## config.mk

```make
export PLATFORM = sky130hd
export DESIGN_NAME = single_level_directory_table
export DESIGN_NICKNAME = d
export VERILOG_FILES = /design/src/design/sdt_pkg.sv /design/src/design/single_level_directory_table.sv /design/src/design/sdt_ram.sv
export SDC_FILE = /design/constraint.sdc
export NUM_CORES = 2
export LEC_CHECK = 0
export BUFFER_PORTS_ARGS = -buffer_cell sky130_fd_sc_hd__buf_2
export CAP_MARGIN = 15
export CORE_MARGIN = 1
export CORE_UTILIZATION = 40
export CTS_BUF_LIST = sky130_fd_sc_hd__clkbuf_16
export DETAILED_ROUTE_END_ITERATION = 6
export PLACE_DENSITY_LB_ADDON = 0.12
export SETUP_SLACK_MARGIN = 0.4
export SLEW_MARGIN = 0
export SYNTH_ARGS = -nofsm -noshare
export SYNTH_HDL_FRONTEND = slang
export SYNTH_SLANG_ARGS = --single-unit
```

## constraint.sdc

```tcl
create_clock -name clk -period 5.7 [get_ports clk]
set_input_delay 0.855 -clock clk [delete_from_list [all_inputs] [get_ports clk]]
set_output_delay 0.855 -clock clk [all_outputs]
set_load 0.01 [all_outputs]
```

## src/design/sdt_pkg.sv

```systemverilog
// ----------------------------------------------------------------------------
// sdt_pkg
// Shared types and codes for the single-level directory table.
// ----------------------------------------------------------------------------
package sdt_pkg;

  // results one list operation may produce
  localparam int MAX_RESULTS = 16;

  // fixed port widths
  localparam int KEY_W    = 64;
  localparam int SLOT_W   = 4;
  localparam int COUNT_W  = 5;

  typedef enum logic [1:0] {
    KIND_INSERT = 2'd0,
    KIND_DELETE = 2'd1,
    KIND_SEARCH = 2'd2,
    KIND_LIST   = 2'd3
  } kind_t;

  typedef enum logic [1:0] {
    ST_OK        = 2'd0,
    ST_NOT_FOUND = 2'd1,
    ST_EMPTY     = 2'd2,
    ST_FULL      = 2'd3
  } status_t;

  typedef enum logic [3:0] {
    S_IDLE = 4'b0001,
    S_SCAN = 4'b0010,
    S_MOVE = 4'b0100,
    S_LIST = 4'b1000
  } state_t;

endpackage

```

## src/design/single_level_directory_table.sv

```systemverilog
// ----------------------------------------------------------------------------
// single_level_directory_table
// Flat directory of fixed-width names in a RAM plus an entry count.
// ----------------------------------------------------------------------------
//  channel   ports                                      transfer
//  command   start, busy, in_kind, in_key_name          start && !busy
//  result    out_valid, out_status, out_slot,           out_valid (one cycle,
//            out_entry_name, out_entries_now, out_last  no back pressure)
//
// insert is handled in the idle state, its result shows the cycle after the transfer.
// search walks the RAM one entry a cycle, over at most count entries.
// delete adds one RAM read of the last entry and its write back.
// list gives one result a cycle for min(count, 16) entries, after a first RAM read.
// reset clears the count, state and valid flag only; entries above the count are never used.
// busy is high while a walk is in progress; results never stall.
// ----------------------------------------------------------------------------
module single_level_directory_table #(
  parameter int ENTRIES    = 16,
  parameter int NAME_BYTES = 8
) (
  input  logic                           clk,
  input  logic                           rst_n,
  input  logic                           start,
  output logic                           busy,
  input  logic [1:0]                     in_kind,
  input  logic [sdt_pkg::KEY_W-1:0]      in_key_name,
  output logic                           out_valid,
  output logic [1:0]                     out_status,
  output logic [sdt_pkg::SLOT_W-1:0]     out_slot,
  output logic [sdt_pkg::KEY_W-1:0]      out_entry_name,
  output logic [sdt_pkg::COUNT_W-1:0]    out_entries_now,
  output logic                           out_last
);

  import sdt_pkg::*;

  localparam int NW = 8 * NAME_BYTES;
  localparam int IW = (ENTRIES > 1) ? $clog2(ENTRIES) : 1;
  localparam int CW = $clog2(ENTRIES + 1);

  state_t           state_r, state_nxt;
  logic [CW-1:0]    count_r, count_nxt;
  logic [IW-1:0]    idx_r, idx_nxt;
  logic [NW-1:0]    key_r, key_nxt;
  kind_t            kind_r, kind_nxt;

  logic             valid_r, valid_nxt;
  status_t          status_r, status_nxt;
  logic [SLOT_W-1:0]  slot_r;
  logic [KEY_W-1:0]   name_r, name_nxt;
  logic [COUNT_W-1:0] entries_r;
  logic             last_r, last_nxt;

  logic             ram_we;
  logic [IW-1:0]    ram_waddr, ram_raddr;
  logic [NW-1:0]    ram_wdata, ram_rdata;

  logic [IW-1:0]    idx_p1, slot_sel;
  logic [CW-1:0]    last_idx;
  logic [NW-1:0]    in_key;
  logic             full, empty, hit, scan_end, list_end;
  int               list_n;
  logic [IW+SLOT_W-1:0]  slot_ext;
  logic [CW+COUNT_W-1:0] count_ext;
  logic [KEY_W+NW-1:0]   name_ext;

  sdt_ram #(
    .WIDTH (NW),
    .DEPTH (ENTRIES)
  ) u_ram (
    .clk   (clk),
    .we    (ram_we),
    .waddr (ram_waddr),
    .wdata (ram_wdata),
    .raddr (ram_raddr),
    .rdata (ram_rdata)
  );

  assign in_key   = in_key_name[NW-1:0];
  assign idx_p1   = idx_r + IW'(1);
  assign last_idx = count_r - CW'(1);
  assign full     = int'(count_r) >= ENTRIES;
  assign empty    = count_r == '0;
  assign hit      = ram_rdata == key_r;
  assign scan_end = int'(idx_r) + 1 == int'(count_r);
  assign list_n   = (int'(count_r) > MAX_RESULTS) ? MAX_RESULTS : int'(count_r);
  assign list_end = int'(idx_r) + 1 == list_n;
  assign name_ext = {{KEY_W{1'b0}}, ram_rdata};

  always_comb begin
    state_nxt  = state_r;
    count_nxt  = count_r;
    idx_nxt    = idx_r;
    key_nxt    = key_r;
    kind_nxt   = kind_r;
    ram_we     = 1'b0;
    ram_waddr  = count_r[IW-1:0];
    ram_wdata  = in_key;
    ram_raddr  = idx_p1;
    valid_nxt  = 1'b0;
    status_nxt = ST_OK;
    slot_sel   = '0;
    name_nxt   = '0;
    last_nxt   = 1'b1;

    case (state_r)
      S_IDLE: begin
        if (start) begin
          key_nxt  = in_key;
          kind_nxt = kind_t'(in_kind);
          if (kind_t'(in_kind) == KIND_INSERT) begin
            valid_nxt = 1'b1;
            if (full) begin
              status_nxt = ST_FULL;
            end else begin
              ram_we    = 1'b1;
              slot_sel  = count_r[IW-1:0];
              count_nxt = count_r + CW'(1);
            end
          end else if (empty) begin
            valid_nxt  = 1'b1;
            status_nxt = ST_EMPTY;
          end else begin
            ram_raddr = '0;
            idx_nxt   = '0;
            state_nxt = (kind_t'(in_kind) == KIND_LIST) ? S_LIST : S_SCAN;
          end
        end
      end
      S_SCAN: begin
        if (hit) begin
          if (kind_r == KIND_DELETE) begin
            // fetch the last entry to fill the hole
            ram_raddr = last_idx[IW-1:0];
            state_nxt = S_MOVE;
          end else begin
            valid_nxt = 1'b1;
            slot_sel  = idx_r;
            state_nxt = S_IDLE;
          end
        end else if (scan_end) begin
          valid_nxt  = 1'b1;
          status_nxt = ST_NOT_FOUND;
          state_nxt  = S_IDLE;
        end else begin
          idx_nxt = idx_p1;
        end
      end
      S_MOVE: begin
        ram_we    = 1'b1;
        ram_waddr = idx_r;
        ram_wdata = ram_rdata;
        count_nxt = last_idx;
        valid_nxt = 1'b1;
        slot_sel  = idx_r;
        state_nxt = S_IDLE;
      end
      S_LIST: begin
        valid_nxt = 1'b1;
        slot_sel  = idx_r;
        name_nxt  = name_ext[KEY_W-1:0];
        last_nxt  = list_end;
        if (list_end) begin
          state_nxt = S_IDLE;
        end else begin
          idx_nxt = idx_p1;
        end
      end
      default: begin
        state_nxt = S_IDLE;
      end
    endcase
  end

  assign slot_ext  = {{SLOT_W{1'b0}}, slot_sel};
  assign count_ext = {{COUNT_W{1'b0}}, count_nxt};

  always_ff @(posedge clk) begin
    if (!rst_n) begin
      state_r <= S_IDLE;
      count_r <= '0;
      valid_r <= 1'b0;
    end else begin
      state_r <= state_nxt;
      count_r <= count_nxt;
      valid_r <= valid_nxt;
    end
  end

  always_ff @(posedge clk) begin
    idx_r     <= idx_nxt;
    key_r     <= key_nxt;
    kind_r    <= kind_nxt;
    status_r  <= status_nxt;
    slot_r    <= slot_ext[SLOT_W-1:0];
    name_r    <= name_nxt;
    entries_r <= count_ext[COUNT_W-1:0];
    last_r    <= last_nxt;
  end

  assign busy            = state_r != S_IDLE;
  assign out_valid       = valid_r;
  assign out_status      = status_r;
  assign out_slot        = slot_r;
  assign out_entry_name  = name_r;
  assign out_entries_now = entries_r;
  assign out_last        = last_r;

endmodule

```

## src/design/sdt_ram.sv

```systemverilog
// ----------------------------------------------------------------------------
// sdt_ram
// Generic single-write, single-read RAM with registered read data.
// ----------------------------------------------------------------------------
module sdt_ram #(
  parameter int WIDTH = 64,
  parameter int DEPTH = 16
) (
  input  logic                                   clk,
  input  logic                                   we,
  input  logic [((DEPTH > 1) ? $clog2(DEPTH) : 1)-1:0] waddr,
  input  logic [WIDTH-1:0]                       wdata,
  input  logic [((DEPTH > 1) ? $clog2(DEPTH) : 1)-1:0] raddr,
  output logic [WIDTH-1:0]                       rdata
);

  logic [WIDTH-1:0] mem [DEPTH];

  always_ff @(posedge clk) begin
    if (we) begin
      mem[waddr] <= wdata;
    end
    rdata <= mem[raddr];
  end

endmodule

```

==> run summary <==
Outcome = finished, final reports clean
Drt total wl = 146.8 mm
PwrDens = 643.5 nW/um^2
Pre-Repair DR Iteration Count = 6
Final net count = 3233
TritonCTS Buffers = 137
GRT Resource Usage Total = 23.97%
Final period utilization = 86.96%
Crit Path Category = reg -> reg
First-pass GRT wire length = 205.6 mm
Max-slew headroom = 22.72%
Design Area, Final = 55760 um^2
Starting Density = 40.55%
Static Leak = 19.08 nW
Final Hold Violating Endpoints = 0
Synth top area cells = edfxtp_1 (68%), dfxtp_1 (6.2%), mux2_2 (6.0%)
Slew @ Worst Pin = 1.151 ns
Primary FF master, synth = edfxtp_1
GPL Wtd Cong = 0.8106
Netlist cell types = 56
Gate Count Post-Synth = 2971
Most frequent cells in the layout = edfxtp_1 (1094), nand2_1 (336), mux2_2 (255)
Crit. End Element = flip-flop
Worst path max stage delay = 0.84 ns
Final worst slack = 0.7432 ns
Average wire per standard cell = 30.13 um
Synth Area in XOR/XNOR = 1.310%
Clock transition at the registers of the reported paths = 0.06 ns
Die area = 121700 um^2
Adder-cell share of the synthesized area = 0.1040%
Pre-CTS WS = 0.5265 ns
CTS tree = done
Area delta synth->final = 15.82%
Final HPWL DP = 79.89 mm
Max Freq = 201.7 MHz
Synth Net Count = 3044
CTS sink cnt = 1244
Post-route DRC = 0
Unrepaired setup endpoints after global routing = false
Yosys warnings = 0
Post-CTS resize count = 0
Max-cap viol count = 0
Grt ovf = 0
Startpoint types = flip-flop
Num ports = 147
Layout fillers = 10150
Syn_area_per_cell = 16.20 um^2
Synth area leader = edfxtp_1
Starting DRC count in detailed routing = 3152
Core ar. = 118700 um^2
Share of the synthesized area in the top cell type = 68.24%
Postcts setup bufs = 0
Crit path cell chain = xnor2_1, nand4_1, nor4_1, nand4_1, buf_4, o41ai_2, and2_4, buf_4, a211oi_1, o21ai_0, nor4b_2
CP Max Fanout = 28
CP arrival = 5.60 ns
DR vias = 27510
Final setup viols = 0
Chip Width = 348.9 um
Tmin final = 4.957 ns
Count of state elements after synthesis = 1244
Clock root buffer = clkbuf_16
Main combinational cell family by area after synthesis = simple AND/OR/NAND/NOR gates
Setup TNS = 0 ns
Dpl cell area = 51380 um^2
Most common cell after layout, fill and taps aside = edfxtp_1
Vias in the first global route = 27370
Maximum vdd drop = 1.139 mV
Hold crit path type = in -> reg
Simple-gate share of the synthesized area = 8.457%
# hold bufs at CTS = 0
Row cnt = 126
Slew Viols, Final = 0
Seq/Total Area, Yosys = 74.48%
Die span in y = 348.9 um
Antenna violations before repair = 9
Largest net degree at the start of global routing = 98
Post-synth EDFFs = 1094
CP max stage cell = nor4_1
Worst-Skew Late Latency = 0.74 ns
CTS Buffer Depth = 3
Mux contribution to synthesized area = 7.465%
H-tree depth = 4
Layout cells sized above 1 = 23.60%
Asr flop ratio synth = 0%
Port bufs = 146
Antenna Nets Post-Route = 0
Final Skew = 0.03664 ns
Cell Area, Synth = 48140 um^2
Complex-gate fraction of the synthesized area = 6.448%
Required @ worst endpoint = 6.35 ns
Avg Vias per Cell = 5.645
[per-layer routing]
layer	track usage (%)	share of wire, %
met1	34.08	45
met3	5.525	8.2
met4	6.006	2.1
met2	37.06	45
met5	0	0.0082
[final cells by class]
type | count | area (um^2) | area share [%]
clock inverters | 105 | 739.5 | 1.326
flip-flops and latches | 1244 | 35850 | 64.30
diodes | 2 | 5.005 | 0.008976
inverters | 9 | 36.28 | 0.06508
repair buffers | 230 | 1809 | 3.245
clock buffers | 145 | 3628 | 6.508
well taps | 1600 | 2002 | 3.590
multi-input cells | 1538 | 11680 | 20.95
[worst max-delay path: cells and delay by family, from the launching register on]
kind                      cells  cell delay (ns)
buffers and inverters         2             0.76
AOI/OAI and AO/OA             3             1.05
xor gates and xnor gates      1             0.56
DFF                           1             0.39
and+or+nand+nor               5             2.08
[synthesized netlist by cell type (65+ instances only)]
cell type and n:
edfxtp_1 1094, nand2_1 340, mux2_2 256, dfxtp_1 150, and2_1 138, o22ai_1 128, clkbuf_1 109, mux2i_1 71
xnor2_1 70, o21ai_0 68, and3_1 65
[worst paths after layout]
path	slack, ns	to	startpoint	cells after the start
max reg2reg	0.74	u_ram.rdata[20]	key_r[14]	11
min reg2reg	0.51	out_entry_name[10]	u_ram.rdata[10]	1
max	0.74	u_ram.rdata[20]	key_r[14]	11
min	0.31	key_r[29]	in_key_name[29]	1
[report_power, final]
part           switching (W)  internal [W]
clock network        0.00357       0.00499
registers           0.000493        0.0106
logic                0.00986       0.00637
[flip-flops by register name, summed over array words and instances, names as in the netlist]
register	cells
out_status	2
u_ram.mem	1024
state_r	4
kind_r	2
idx_r	4
out_slot	4
count_r	5
out_last	1
out_entries_now	5
out_entry_name	64
u_ram.rdata	64
key_r	64
out_valid	1
[per-stage QoR]
step	cells	hold slack (ns)	utilization, %	total power (W)
global route	4871	0.2690	46.96	0.03728
detailed placement	4620	0.5041	43.28	0.02745
global placement	4620	0.5152	43.28	0.02733
CTS	4870	0.2623	46.96	0.03602
finish	4873	0.3071	46.97	0.03588
floorplan	2971	0.4743	-	0.02161
[cell families after synthesis]
| kind of cell | count (synthesis) |
|---|---|
| compound gates | 426 |
| fa+ha+maj | 4 |
| simple gates | 709 |
| buf+inv | 189 |
| xor+xnor | 72 |
| mux | 327 |
| flops | 1244 |
(Power assumes the default switching activity.)
